**config.mk**
```make
export PLATFORM = sky130hd
export DESIGN_NAME = command_frame_crc_decoder_flat
export DESIGN_NICKNAME = d
export VERILOG_FILES = /design/src/design/cfcd_pkg.sv /design/src/design/cfcd_if.sv /design/src/design/cfcd_crc8.sv /design/src/design/command_frame_crc_decoder.sv /design/src/flat_wrapper.sv
export SDC_FILE = /design/constraint.sdc
export NUM_CORES = 1
export LEC_CHECK = 0
export ABC_AREA = 1
export BUFFER_PORTS_ARGS = -buffer_cell sky130_fd_sc_hd__clkbuf_2
export CORE_MARGIN = 2
export CORE_UTILIZATION = 50
export DETAILED_ROUTE_END_ITERATION = 6
export GPL_TIMING_DRIVEN = 0
export MAX_ROUTING_LAYER = met4
export PLACE_DENSITY = 0.71
export SYNTH_ARGS = -nofsm -noshare
export SYNTH_HDL_FRONTEND = slang
export SYNTH_SLANG_ARGS = --single-unit
```
**constraint.sdc**
```tcl
create_clock -name clk_i -period 2.88 [get_ports clk_i]
set_clock_uncertainty 0.05 [all_clocks]
set_input_delay 0.144 -clock clk_i [delete_from_list [all_inputs] [get_ports clk_i]]
set_output_delay 0.144 -clock clk_i [all_outputs]
set_load 0.05 [all_outputs]
```
**src/design/cfcd_pkg.sv**
```systemverilog
// Package for the command frame CRC decoder.
// Frame layout constants, register indexes, status codes and widths.
// No dependencies; compiled first.
`default_nettype none

package cfcd_pkg;

  localparam int unsigned FrameLen = 16;
  localparam int unsigned CountW   = 5;
  localparam int unsigned CfgIdxW  = 2;
  localparam int unsigned CfgDataW = 16;

  localparam logic [15:0] SleepKey = 16'hABCD;
  localparam logic [7:0]  CrcPoly  = 8'h8C;

  localparam logic [7:0]  HeaderReset  = 8'hCC;
  localparam logic [7:0]  VersionReset = 8'h01;
  localparam logic [15:0] DevIdReset   = 16'h0000;
  localparam logic [15:0] DefAddrReset = 16'h0001;

  localparam logic [7:0] CmdReset   = 8'd0;
  localparam logic [7:0] CmdSetAddr = 8'd1;
  localparam logic [7:0] CmdSleep   = 8'd255;

  // frame byte positions
  localparam logic [CountW-1:0] PosHeader  = CountW'(0);
  localparam logic [CountW-1:0] PosCommand = CountW'(1);
  localparam logic [CountW-1:0] PosVersion = CountW'(2);
  localparam logic [CountW-1:0] PosIdHi    = CountW'(3);
  localparam logic [CountW-1:0] PosIdLo    = CountW'(4);
  localparam logic [CountW-1:0] PosArgHi   = CountW'(5);
  localparam logic [CountW-1:0] PosArgLo   = CountW'(6);
  localparam logic [CountW-1:0] PosLast    = CountW'(FrameLen - 1);

  typedef enum logic [CfgIdxW-1:0] {
    RegHeader  = 2'd0,
    RegVersion = 2'd1,
    RegDevId   = 2'd2,
    RegDefAddr = 2'd3
  } cfg_reg_e;

  typedef enum logic [3:0] {
    StNoAction   = 4'd0,
    StCrcError   = 4'd1,
    StBadHeader  = 4'd2,
    StUnknownCmd = 4'd3,
    StAddrReload = 4'd4,
    StAddrChange = 4'd5,
    StResetReq   = 4'd6,
    StSleepReq   = 4'd7,
    StAsleep     = 4'd8
  } status_e;

endpackage

`default_nettype wire

```
**src/design/cfcd_if.sv**
```systemverilog
// Valid/ready channel interfaces for the command frame CRC decoder.
// Depends on cfcd_pkg for the status type.
`default_nettype none

interface cfcd_in_if;
  logic       valid;
  logic       ready;
  logic [7:0] frame_byte;
  logic       frame_first;

  modport source (output valid, frame_byte, frame_first, input ready);
  modport sink   (input valid, frame_byte, frame_first, output ready);
endinterface

interface cfcd_out_if;
  logic                  valid;
  logic                  ready;
  cfcd_pkg::status_e     status;
  logic [15:0]           address;

  modport source (output valid, status, address, input ready);
  modport sink   (input valid, status, address, output ready);
endinterface

`default_nettype wire

```
**src/design/cfcd_crc8.sv**
```systemverilog
// One-byte update of the reflected CRC-8 (polynomial 0x8C).
// Depends on cfcd_pkg for the polynomial.
`default_nettype none

module cfcd_crc8 (
  input  wire logic [7:0] crc_i,
  input  wire logic [7:0] data_i,
  output logic      [7:0] crc_o
);

  always_comb begin
    logic [7:0] c;
    c = crc_i ^ data_i;
    for (int k = 0; k < 8; k++) begin
      if (c[0]) begin
        c = (c >> 1) ^ cfcd_pkg::CrcPoly;
      end else begin
        c = c >> 1;
      end
    end
    crc_o = c;
  end

endmodule

`default_nettype wire

```
**src/design/command_frame_crc_decoder.sv**
```systemverilog
// Top level of the command frame CRC decoder.
// Depends on cfcd_pkg, cfcd_in_if / cfcd_out_if and cfcd_crc8.
`default_nettype none

// Usage:
// - in_i carries one frame byte per transaction; frame_first restarts the
//   frame at position 0 and drops any partial frame without a result.
// - Each byte is handled in the cycle it is accepted: CRC update, field
//   capture, and on the last byte of a frame the command decode. The result
//   (status, address) is registered and offered on out_o the next cycle.
// - Throughput: one byte per cycle while in_i.ready is high. Only the last
//   byte of a frame gives a result; other bytes give no result.
// - One result register sits between the channels: in_i.ready is high while
//   that register is empty or being taken, so a stalled receiver holds up the
//   sender only while a result is waiting.
// - cfg_we_i/cfg_idx_i/cfg_data_i write the registers header_value (0),
//   version_value (1), device_id (2) and default_address (3). Writing
//   default_address also loads the current address. Write only while idle.
// - Reset (rst_ni low, asynchronous) restores register defaults, clears the
//   frame state and sleep latch, loads address 1 and empties the output.
// - Once a sleep command is taken, every later frame reports "ignored asleep".

module command_frame_crc_decoder (
  input  wire logic                         clk_i,
  input  wire logic                         rst_ni,
  input  wire logic                         cfg_we_i,
  input  wire logic [cfcd_pkg::CfgIdxW-1:0] cfg_idx_i,
  input  wire logic [cfcd_pkg::CfgDataW-1:0] cfg_data_i,
  cfcd_in_if.sink                           in_i,
  cfcd_out_if.source                        out_o
);

  // configuration registers; default_address only loads the current address
  logic [7:0]  header_q, version_q;
  logic [15:0] dev_id_q;

  // frame state
  logic [cfcd_pkg::CountW-1:0] count_q, count_d;
  logic [7:0]  crc_q, crc_next;
  logic        head_ok_q, version_ok_q;
  logic [7:0]  cmd_q;
  logic [15:0] ident_q, arg_q;
  logic [15:0] addr_q, addr_d;
  logic        sleep_q, sleep_d;

  // result register
  logic                out_valid_q;
  cfcd_pkg::status_e   status_q, status_d;
  logic [15:0]         out_addr_q;

  logic                        in_fire;
  logic [cfcd_pkg::CountW-1:0] pos;
  logic                        is_last;

  assign in_i.ready = !out_valid_q || out_o.ready;
  assign in_fire    = in_i.valid && in_i.ready;

  always_comb begin
    if (in_i.frame_first || (count_q >= cfcd_pkg::CountW'(cfcd_pkg::FrameLen))) begin
      pos = cfcd_pkg::PosHeader;
    end else begin
      pos = count_q;
    end
  end

  assign is_last = (pos == cfcd_pkg::PosLast);
  assign count_d = is_last ? '0 : pos + cfcd_pkg::CountW'(1);

  cfcd_crc8 u_crc8 (
    .crc_i  ((pos == cfcd_pkg::PosHeader) ? 8'h00 : crc_q),
    .data_i (in_i.frame_byte),
    .crc_o  (crc_next)
  );

  // Frame-end decision; all header fields sit at positions before the last.
  always_comb begin
    status_d = cfcd_pkg::StNoAction;
    addr_d   = addr_q;
    sleep_d  = sleep_q;
    if (sleep_q) begin
      status_d = cfcd_pkg::StAsleep;
    end else if (crc_next != 8'h00) begin
      status_d = cfcd_pkg::StCrcError;
    end else if (!head_ok_q || !version_ok_q) begin
      status_d = cfcd_pkg::StBadHeader;
    end else begin
      case (cmd_q)
        cfcd_pkg::CmdReset: begin
          status_d = (ident_q == dev_id_q) ? cfcd_pkg::StResetReq : cfcd_pkg::StNoAction;
        end
        cfcd_pkg::CmdSetAddr: begin
          if ((ident_q == dev_id_q) && (arg_q != addr_q)) begin
            addr_d   = arg_q;
            status_d = cfcd_pkg::StAddrChange;
          end else begin
            status_d = cfcd_pkg::StAddrReload;
          end
        end
        cfcd_pkg::CmdSleep: begin
          if ((ident_q == dev_id_q) && (arg_q == cfcd_pkg::SleepKey)) begin
            sleep_d  = 1'b1;
            status_d = cfcd_pkg::StSleepReq;
          end else begin
            status_d = cfcd_pkg::StNoAction;
          end
        end
        default: begin
          status_d = cfcd_pkg::StUnknownCmd;
        end
      endcase
    end
  end

  // configuration, frame state and sleep latch
  always_ff @(posedge clk_i or negedge rst_ni) begin
    if (!rst_ni) begin
      header_q     <= cfcd_pkg::HeaderReset;
      version_q    <= cfcd_pkg::VersionReset;
      dev_id_q     <= cfcd_pkg::DevIdReset;
      count_q      <= '0;
      crc_q        <= '0;
      head_ok_q    <= 1'b0;
      version_ok_q <= 1'b0;
      cmd_q        <= '0;
      ident_q      <= '0;
      arg_q        <= '0;
      addr_q       <= cfcd_pkg::DefAddrReset;
      sleep_q      <= 1'b0;
    end else begin
      if (cfg_we_i) begin
        case (cfg_idx_i)
          cfcd_pkg::RegHeader:  header_q  <= cfg_data_i[7:0];
          cfcd_pkg::RegVersion: version_q <= cfg_data_i[7:0];
          cfcd_pkg::RegDevId:   dev_id_q  <= cfg_data_i;
          cfcd_pkg::RegDefAddr: addr_q    <= cfg_data_i;
          default: ;
        endcase
      end else if (in_fire) begin
        count_q <= count_d;
        crc_q   <= crc_next;
        case (pos)
          cfcd_pkg::PosHeader:  head_ok_q     <= (in_i.frame_byte == header_q);
          cfcd_pkg::PosCommand: cmd_q         <= in_i.frame_byte;
          cfcd_pkg::PosVersion: version_ok_q  <= (in_i.frame_byte == version_q);
          cfcd_pkg::PosIdHi:    ident_q[15:8] <= in_i.frame_byte;
          cfcd_pkg::PosIdLo:    ident_q[7:0]  <= in_i.frame_byte;
          cfcd_pkg::PosArgHi:   arg_q[15:8]   <= in_i.frame_byte;
          cfcd_pkg::PosArgLo:   arg_q[7:0]    <= in_i.frame_byte;
          default: ;
        endcase
        if (is_last) begin
          addr_q  <= addr_d;
          sleep_q <= sleep_d;
        end
      end
    end
  end

  // result register
  always_ff @(posedge clk_i or negedge rst_ni) begin
    if (!rst_ni) begin
      out_valid_q <= 1'b0;
    end else if (in_fire && is_last) begin
      out_valid_q <= 1'b1;
    end else if (out_o.ready) begin
      out_valid_q <= 1'b0;
    end
  end

  always_ff @(posedge clk_i) begin
    if (in_fire && is_last) begin
      status_q   <= status_d;
      out_addr_q <= addr_d;
    end
  end

  assign out_o.valid   = out_valid_q;
  assign out_o.status  = status_q;
  assign out_o.address = out_addr_q;

  // a frame end while asleep always reports "ignored asleep"
  a_asleep_status: assert property (@(posedge clk_i) disable iff (!rst_ni)
    (in_fire && is_last && sleep_q) |=> (out_valid_q && status_q == cfcd_pkg::StAsleep))
    else $error("asleep frame did not report ignored asleep");

  // the address moves only on a config write or a frame end
  a_addr_hold: assert property (@(posedge clk_i) disable iff (!rst_ni)
    (!cfg_we_i && !(in_fire && is_last)) |=> $stable(addr_q))
    else $error("address changed outside a frame end or config write");

  // the byte counter stays inside the frame
  a_count_range: assert property (@(posedge clk_i) disable iff (!rst_ni)
    count_q < cfcd_pkg::CountW'(cfcd_pkg::FrameLen))
    else $error("byte counter left the frame");

  // the sleep latch is only set together with a sleep-requested result
  a_sleep_set: assert property (@(posedge clk_i) disable iff (!rst_ni)
    $rose(sleep_q) |-> (out_valid_q && status_q == cfcd_pkg::StSleepReq))
    else $error("sleep latch set without a sleep request result");

endmodule

`default_nettype wire

```
**src/flat_wrapper.sv**
```systemverilog
// flat-port wrapper written by rule: the top's interface ports become plain ports
module command_frame_crc_decoder_flat 
  (clk_i, rst_ni, cfg_we_i, cfg_idx_i, cfg_data_i, in_i_valid, in_i_frame_byte, in_i_frame_first, in_i_ready, out_o_valid, out_o_status, out_o_address, out_o_ready);
  cfcd_in_if in_i_i ();
  cfcd_out_if out_o_i ();
  input  wire logic clk_i;
  input  wire logic rst_ni;
  input  wire logic cfg_we_i;
  input  wire logic [cfcd_pkg::CfgIdxW-1:0] cfg_idx_i;
  input  wire logic [cfcd_pkg::CfgDataW-1:0] cfg_data_i;
  input wire logic [$bits(in_i_i.valid)-1:0] in_i_valid;
  input wire logic [$bits(in_i_i.frame_byte)-1:0] in_i_frame_byte;
  input wire logic [$bits(in_i_i.frame_first)-1:0] in_i_frame_first;
  output wire logic [$bits(in_i_i.ready)-1:0] in_i_ready;
  output wire logic [$bits(out_o_i.valid)-1:0] out_o_valid;
  output wire logic [$bits(out_o_i.status)-1:0] out_o_status;
  output wire logic [$bits(out_o_i.address)-1:0] out_o_address;
  input wire logic [$bits(out_o_i.ready)-1:0] out_o_ready;
  assign in_i_i.valid = in_i_valid;
  assign in_i_i.frame_byte = in_i_frame_byte;
  assign in_i_i.frame_first = in_i_frame_first;
  assign in_i_ready = in_i_i.ready;
  assign out_o_valid = out_o_i.valid;
  assign out_o_status = out_o_i.status;
  assign out_o_address = out_o_i.address;
  assign out_o_i.ready = out_o_ready;
  command_frame_crc_decoder u_core (.clk_i(clk_i), .rst_ni(rst_ni), .cfg_we_i(cfg_we_i), .cfg_idx_i(cfg_idx_i), .cfg_data_i(cfg_data_i), .in_i(in_i_i), .out_o(out_o_i));
endmodule
```
---- Yosys cells after proc, flatten, opt, wreduce, memory -nomap -nowiden ----
Cells that the tools add are included.
operators by class
  magnitude comparators ................... 1
  bitwise logic cells ..................... 10
  add/subtract/negate cells ............... 1
  equality and inequality tests ........... 18
  muxes and demuxes ....................... 33
  reduce and logical (&&, ||, !) cells .... 32
operator list
  cell                  number
  $mux 16               9
  $mux 8                9
  $reduce_and 3->1      9
  $not 2->3             8
  $eq 16x16->1          1
  $eq 16x16->1 const B  1
  $eq 8x8->1            2
  $ne 16x16->1          1
  $eq 5x3->1 const B    3
  $pmux 4 s3            1
  $eq 5x2->1 const B    2
  $mux 5                2
  $eq 8x1->1 const B    1
  $eq 8x8->1 const B    1
  $logic_not 8->1       1
  $mux 1                8
  $mux 4                2
  $reduce_and 2->1      4
  $reduce_bool 8->1     1
  $xor 8x8->8           1
  $mux 3                2
  $reduce_bool 2->1     3
  $add 5x1->5 const B   1
  $eq 5x1->1 const B    1
  other kinds (13)      21
storage, ports and cells
  logic and storage cells ................. 114
  input port bits ......................... 32
  register bits ........................... 125

---- Depth between registers and ports, before layout ----
  depth in word-level cells ............... 28
  gate-level depth with buffers ........... 23
  depth with buffers taken out ............ 22

---- Modules after synthesis ----
A second synthesis with hierarchy kept.
unflattened totals
  cells, all modules ...................... 841
  area, all modules ....................... 6,638.9 um^2
modules (own cells, without submodules)
  module                     instances  cells an instance  area each (um^2)  sequential area each (um^2)
  command_frame_crc_decoder  1          739                6,193.4           3,235.6
  cfcd_crc8                  1          102                445.4             0.0

---- Worst setup path before layout ----
No wires, ideal clock.
  path type ............................... flip-flop to flip-flop
  start point ............................. register u_core.count_q[4] in the netlist's numbering
  end point ............................... register u_core.out_addr_q[5] (netlist: u_core.out_o.address[5]), data pin
  buffers on the path ..................... 2
  clock period less this slack ............ 2.710 ns
  setup slack ............................. 0.170 ns
  data arrival time ....................... 2.403 ns
  stages on the path, launching flop included .. 20
  path through ............................ dfrtp_1 nor2_4 inv_1 nor2_1 inv_1 ha_1 nand2_4 buf_8 nand2_2 nand2_1 nand2_2 nand2_2 nand2_2 nor2_2 nand2_1 nor3_2 nand4_4 buf_6 nand2_2 nand2_1
on the way
  cells in the longest elaborated chain, start to end .. 20
ends and longest elaborated chain
  element                                        RTL line                          RTL
  start, declared                                command_frame_crc_decoder.sv:38   logic [cfcd_pkg::CountW-1:0] count_q, count_d;
  start signal, assigned                         command_frame_crc_decoder.sv:139  count_q <= count_d;
  $ge 5x5->1                                     command_frame_crc_decoder.sv:59   if (in_i.frame_first || (count_q >= cfcd_pkg::CountW'(cfcd_pkg::FrameLen))) begin
  $logic_or 1x1->1                               command_frame_crc_decoder.sv:59
  $mux 5 *                                       command_frame_crc_decoder.sv:59
  $logic_not 5->1 *                              command_frame_crc_decoder.sv:70   .crc_i ((pos == cfcd_pkg::PosHeader) ? 8'h00 : crc_q),
  $mux 8 *                                       command_frame_crc_decoder.sv:70
  $xor 8x8->8 *                                  cfcd_crc8.sv:13                   c = crc_i ^ data_i;
  $not 2->3 (no line) or $mux 8 (tied branches)  --
  $mux 8 *                                       cfcd_crc8.sv:15                   if (c[0]) begin
  $not 2->3 (no line) or $mux 8 (tied branches)  --
  $mux 8 * (4 in series)                         cfcd_crc8.sv:15
  $not 2->3 (no line) or $mux 8 (tied branches)  --
  $mux 8 * (3 in series)                         cfcd_crc8.sv:15
  $reduce_bool 8->1 *                            command_frame_crc_decoder.sv:82   end else if (crc_next != 8'h00) begin
  $mux 16 *                                      command_frame_crc_decoder.sv:82
  $mux 16 *                                      command_frame_crc_decoder.sv:80   if (sleep_q) begin
  named net u_core.addr_d[5]                     command_frame_crc_decoder.sv:43   logic [15:0] addr_q, addr_d;
  end signal, assigned                           command_frame_crc_decoder.sv:173  out_addr_q <= addr_d;
  end, declared                                  command_frame_crc_decoder.sv:49   logic [15:0] out_addr_q;
Mark *: on every way through the listed nets, which the timed path passes. The rest lies on a longest branch.
A chain may end at the register's enable or synchronous reset.

---- Worst setup path in the final report ----
  start point ............................. register u_core.count_q[4] in the netlist's numbering
  end point ............................... register u_core.addr_q[3]
on the way
  cells in the longest elaborated chain, start to end .. 23
ends and longest elaborated chain
  element                                            RTL line                          RTL
  $ge 5x5->1                                         command_frame_crc_decoder.sv:59
  $logic_or 1x1->1                                   command_frame_crc_decoder.sv:59
  $mux 5 *                                           command_frame_crc_decoder.sv:59
  $logic_not 5->1                                    command_frame_crc_decoder.sv:70
  $mux 8                                             command_frame_crc_decoder.sv:70
  $xor 8x8->8                                        cfcd_crc8.sv:13
  $not 2->3 (no line) or $mux 8 (tied branches)      --
  $mux 8 or $not 2->3 (tied branches)                --
  (+6 left out)                                      --
  $mux 8 or $not 2->3 (tied branches) (2 in series)  --
  $mux 8                                             cfcd_crc8.sv:15
  $reduce_bool 8->1                                  command_frame_crc_decoder.sv:82
  $mux 16                                            command_frame_crc_decoder.sv:82
  $mux 16                                            command_frame_crc_decoder.sv:80
  $mux 16                                            command_frame_crc_decoder.sv:151  if (is_last) begin
  $mux 16                                            command_frame_crc_decoder.sv:138  end else if (in_fire) begin
  $mux 16                                            command_frame_crc_decoder.sv:130  if (cfg_we_i) begin
  end signal, assigned                               command_frame_crc_decoder.sv:127  addr_q <= cfcd_pkg::DefAddrReset;
  end signal, assigned                               command_frame_crc_decoder.sv:135  cfcd_pkg::RegDefAddr: addr_q <= cfg_data_i;
  end signal, assigned                               command_frame_crc_decoder.sv:152  addr_q <= addr_d;
  end, declared                                      command_frame_crc_decoder.sv:43
Mark *: on every way between the ends. The rest lies on a longest branch, timed or not. The select of a mux whose other input is x is not followed.

==> impl_results.md <==
* Primary FF master, synth: dfrtp_1
* Number of synthesized flops with an enable pin at 20
* Post-synthesis adder-cell area fraction at 0.00781
* First-pass GRT wire length at 28,600 um
* GP Congestion at 0.903
* Vias in the first global route at 5,812
* Synth Warn # at 0
* Post-synthesis compound-gate area fraction at 0.0931
* Crit path DAT at 3.32 ns
* Cell Rows at 41
* Worst Max-Slew Pin Slew at 1.00 ns
* Synth unique cells at 37
* Total power at 6.26 mW
* Overflow left after global routing at 0
* Synth Register Bits at 125
* Hold WS at 0.0154 ns
* Max Cap Viol at 0
* Maximum number of pins on one net before global-route repair at 106
* Max Slew Vio Count at 0
* Simple-gate share of the synthesized area at 0.273
* Failing checks: negative setup slack
* Chip Height at 117 um
* I/O pin cnt at 54
* Placed Cells at 983
* Final period util at 1.05
* Vias at 5,793
* Syn Area/Cell at 8.38 sq um
* Leakage power at 3.81 nW
* Total negative slack at -2.25 ns
* Pre-antenna DRT Iters at 6
* Register area share after synthesis at 0.505
* Final Hold Fails at 0
* Antenna violation net count after detailed routing at 0
* DP Worst Slack at -0.330 ns
* Clock sinks at 125
* XOR/XNOR Fraction of Synth Area at 0.0558
* Initial antenna violation count at 0
* Synth area leaders: dfrtp_1, nand2_1, edfxtp_1
* 1st-iter DRT viols at 588
* Hold crit path type: primary input to register
* WL/cell at 17.8 um
* PortBufs at 46
* Die area at 13,700 sq um
* Worst setup SP type: register
* Mux cell area share after synthesis at 0.00176
* DR vias/cell at 5.52
* Area leader, netlist: dfrtp_1
* Mapped Cells at 765
* Slew HR at 0.332
* PD cells at 767 nW/um^2
* Post-Synthesis Cell Area at 6410 sq um
* Proportion of layout cells with a drive suffix above 1 at 0.241
* Most frequent cell after synthesis: nand2_1
* CTS Buf Count at 17
* WS Path Type: register to register
* Slowest-stage cell, CP: dfrtp_1
* Fin crit period at 3.02 ns
* CTS Root Cell: clkbuf_16
* Final Non-Filler Cells at 1,049
* Syn nets at 801
* Largest stage delay on the critical path at 0.41 ns
* VDD IR-drop max at 520 uV
* Post-DP Area at 6870 sq um
* Worst setup margin at -0.138 ns
* Detailed placer's ending HPWL at 12,200 um
* Status: complete, but fails checks
* GRT Total Usage at 0.287
* CTS tree: yes
* Critical path peak fanout at 9
* Final core occ at 0.649
* Core box area at 12,600 sq um
* Area grow syn2layout at 27.3%
* RSZ-0062 raised after global routing: yes
* Top cell type's share of synthesized area at 0.387
* CP Capture Type: register
* Fillers at 1,009
* Buf/Inv on CP at 5
* CTS clock-pin slew for the worst setup and hold paths at 0.06 ns
* Commonest cells in the synthesized netlist: nand2_1, dfrtp_1, o21ai_0, inv_1, nand3_1
* Final setup vio count at 33
* ANT cells at 0
* Routed Wire Length at 18,700 um
* Largest family of logic cells by synthesized area: simple AND/OR/NAND/NOR gates
* DRC at 0
* FFs w/ async S/R, synth at 0.840
* Worst path top cell family by delay: simple AND/OR/NAND/NOR gates
* Post-route cell area at 8160 sq um
* Die width at 117 um
* Initial core utilization at 0.510
* Crit-path cells: nor2_4 -> inv_2 -> nor2_4 -> inv_2 -> ha_4 -> nand2_8 -> buf_8 -> nand3_2 -> nand2_2 -> nand2_2 -> nand2_4 -> nand2_4 -> nand2_4 -> nand2_8 -> buf_4 -> nor2_2 -> nand2_2 -> nor2_4 -> buf_12 -> nand4_1 -> nand3_1 -> nand2_1 -> nand2_1
* Skew-Pair Late Insertion Delay at 0.42 ns
* Fmax at 331 MHz
* Max clock buf depth at 2
* WP data required at 3.19 ns
* Layout Nets at 900
* H-Tree Depth at 4
[worst reg2reg max path, stage by stage, from the launching register on]
cell	delay, ns
dfrtp_1	0.41
nor2_4	0.15
inv_2	0.07
nor2_4	0.09
inv_2	0.06
ha_4	0.18
nand2_8	0.10
buf_8	0.14
nand3_2	0.09
nand2_2	0.12
nand2_2	0.11
nand2_4	0.10
nand2_4	0.06
nand2_4	0.09
nand2_8	0.08
buf_4	0.15
nor2_2	0.10
nand2_2	0.07
nor2_4	0.18
buf_12	0.15
nand4_1	0.13
nand3_1	0.14
nand2_1	0.07
nand2_1	0.06
[placed cells by master (no fill, tap or decap), drive strengths merged, types with 2 or more instances in the layout]
cell / n
clkinvlp: 2
nor2: 37
nor4: 6
a31oi: 2
nand2: 245
clkbuf: 88
nand3: 45
a21oi: 31
edfxtp: 20
inv: 67
nand4: 31
nor3: 6
dfstp: 6
clkinv: 4
dfrtp: 99
xor2: 4
buf: 36
ha: 4
o21ai: 74
xnor2: 36
bufinv: 5
dlygate4sd3: 7
o41ai: 2
or2: 13
o31ai: 2
[cell families after synthesis]
logic type	count (synthesis)
AND/OR/NAND/NOR	384
adder cells (fa/ha/maj)	4
AO/OA/AOI/OAI	113
flip-flops	125
multiplexers	1
buffers and inverters	98
XOR/XNOR	40
[sequential cells by signal (all words and copies together) (netlist names)]
| register | cells |
|---|---|
| u_core.addr_q | 16 |
| u_core.arg_q | 16 |
| u_core.cmd_q | 8 |
| u_core.count_q | 5 |
| u_core.crc_q | 8 |
| u_core.dev_id_q | 16 |
| u_core.head_ok_q | 1 |
| u_core.header_q | 8 |
| u_core.ident_q | 16 |
| u_core.out_o.address | 16 |
| u_core.out_o.status | 4 |
| u_core.out_o.valid | 1 |
| u_core.sleep_q | 1 |
| u_core.version_ok_q | 1 |
| u_core.version_q | 8 |
[metal layers]
layer,GRT usage,share of wire,vias up
met5,-,0,-
met4,0.117,0.031,0
met3,0.0757,0.077,59
met2,0.455,0.49,238
met1,0.351,0.40,2789
li1,-,-,2707
[what timing repair did]
| item | CTS | global route |
|---|---|---|
| hold buffers | 7 | 0 |
| endpoints found under the setup margin | 36 | 35 |
| cloned | 2 | 0 |
| setup buffers | 15 | 10 |
| endpoints found under the hold margin | 105 | 0 |
| pin swaps | 18 | 24 |
| resized for setup | 20 | 55 |
[power breakdown]
part	total [mW]	internal, mW	switching, mW
logic	1.47	0.645	0.829
registers	2.40	2.13	0.270
clock network	2.38	1.60	0.783
[layout make-up]
cell class	count	area (sq um)	share of cell area
Multi-Input combinational cell	542	3030	0.372
Sequential cell	125	3240	0.397
Timing Repair Buffer	80	598	0.0733
Clock buffer	21	470	0.0577
Inverter	67	251	0.0308
Buffer	31	168	0.0206
Clock inverter	11	186	0.0229
Tap cell	172	215	0.0264
[path summary, 6_finish.rpt]
kind	from	end	slack (ns)	cells past startpoint
worst max-delay path	u_core.count_q[4]	u_core.addr_q[3]	-0.14	23
worst min-delay path	cfg_data_i[15]	u_core.dev_id_q[15]	0.02	3
worst max register to register	u_core.count_q[4]	u_core.addr_q[3]	-0.14	23
worst min register to register	u_core.sleep_q	u_core.out_o.status[3]	0.45	0
max in group asynchronous	rst_ni	u_core.ident_q[11]	1.83	2
min in group asynchronous	rst_ni	u_core.crc_q[1]	0.31	2
Power figures use the tool's default switching activity.
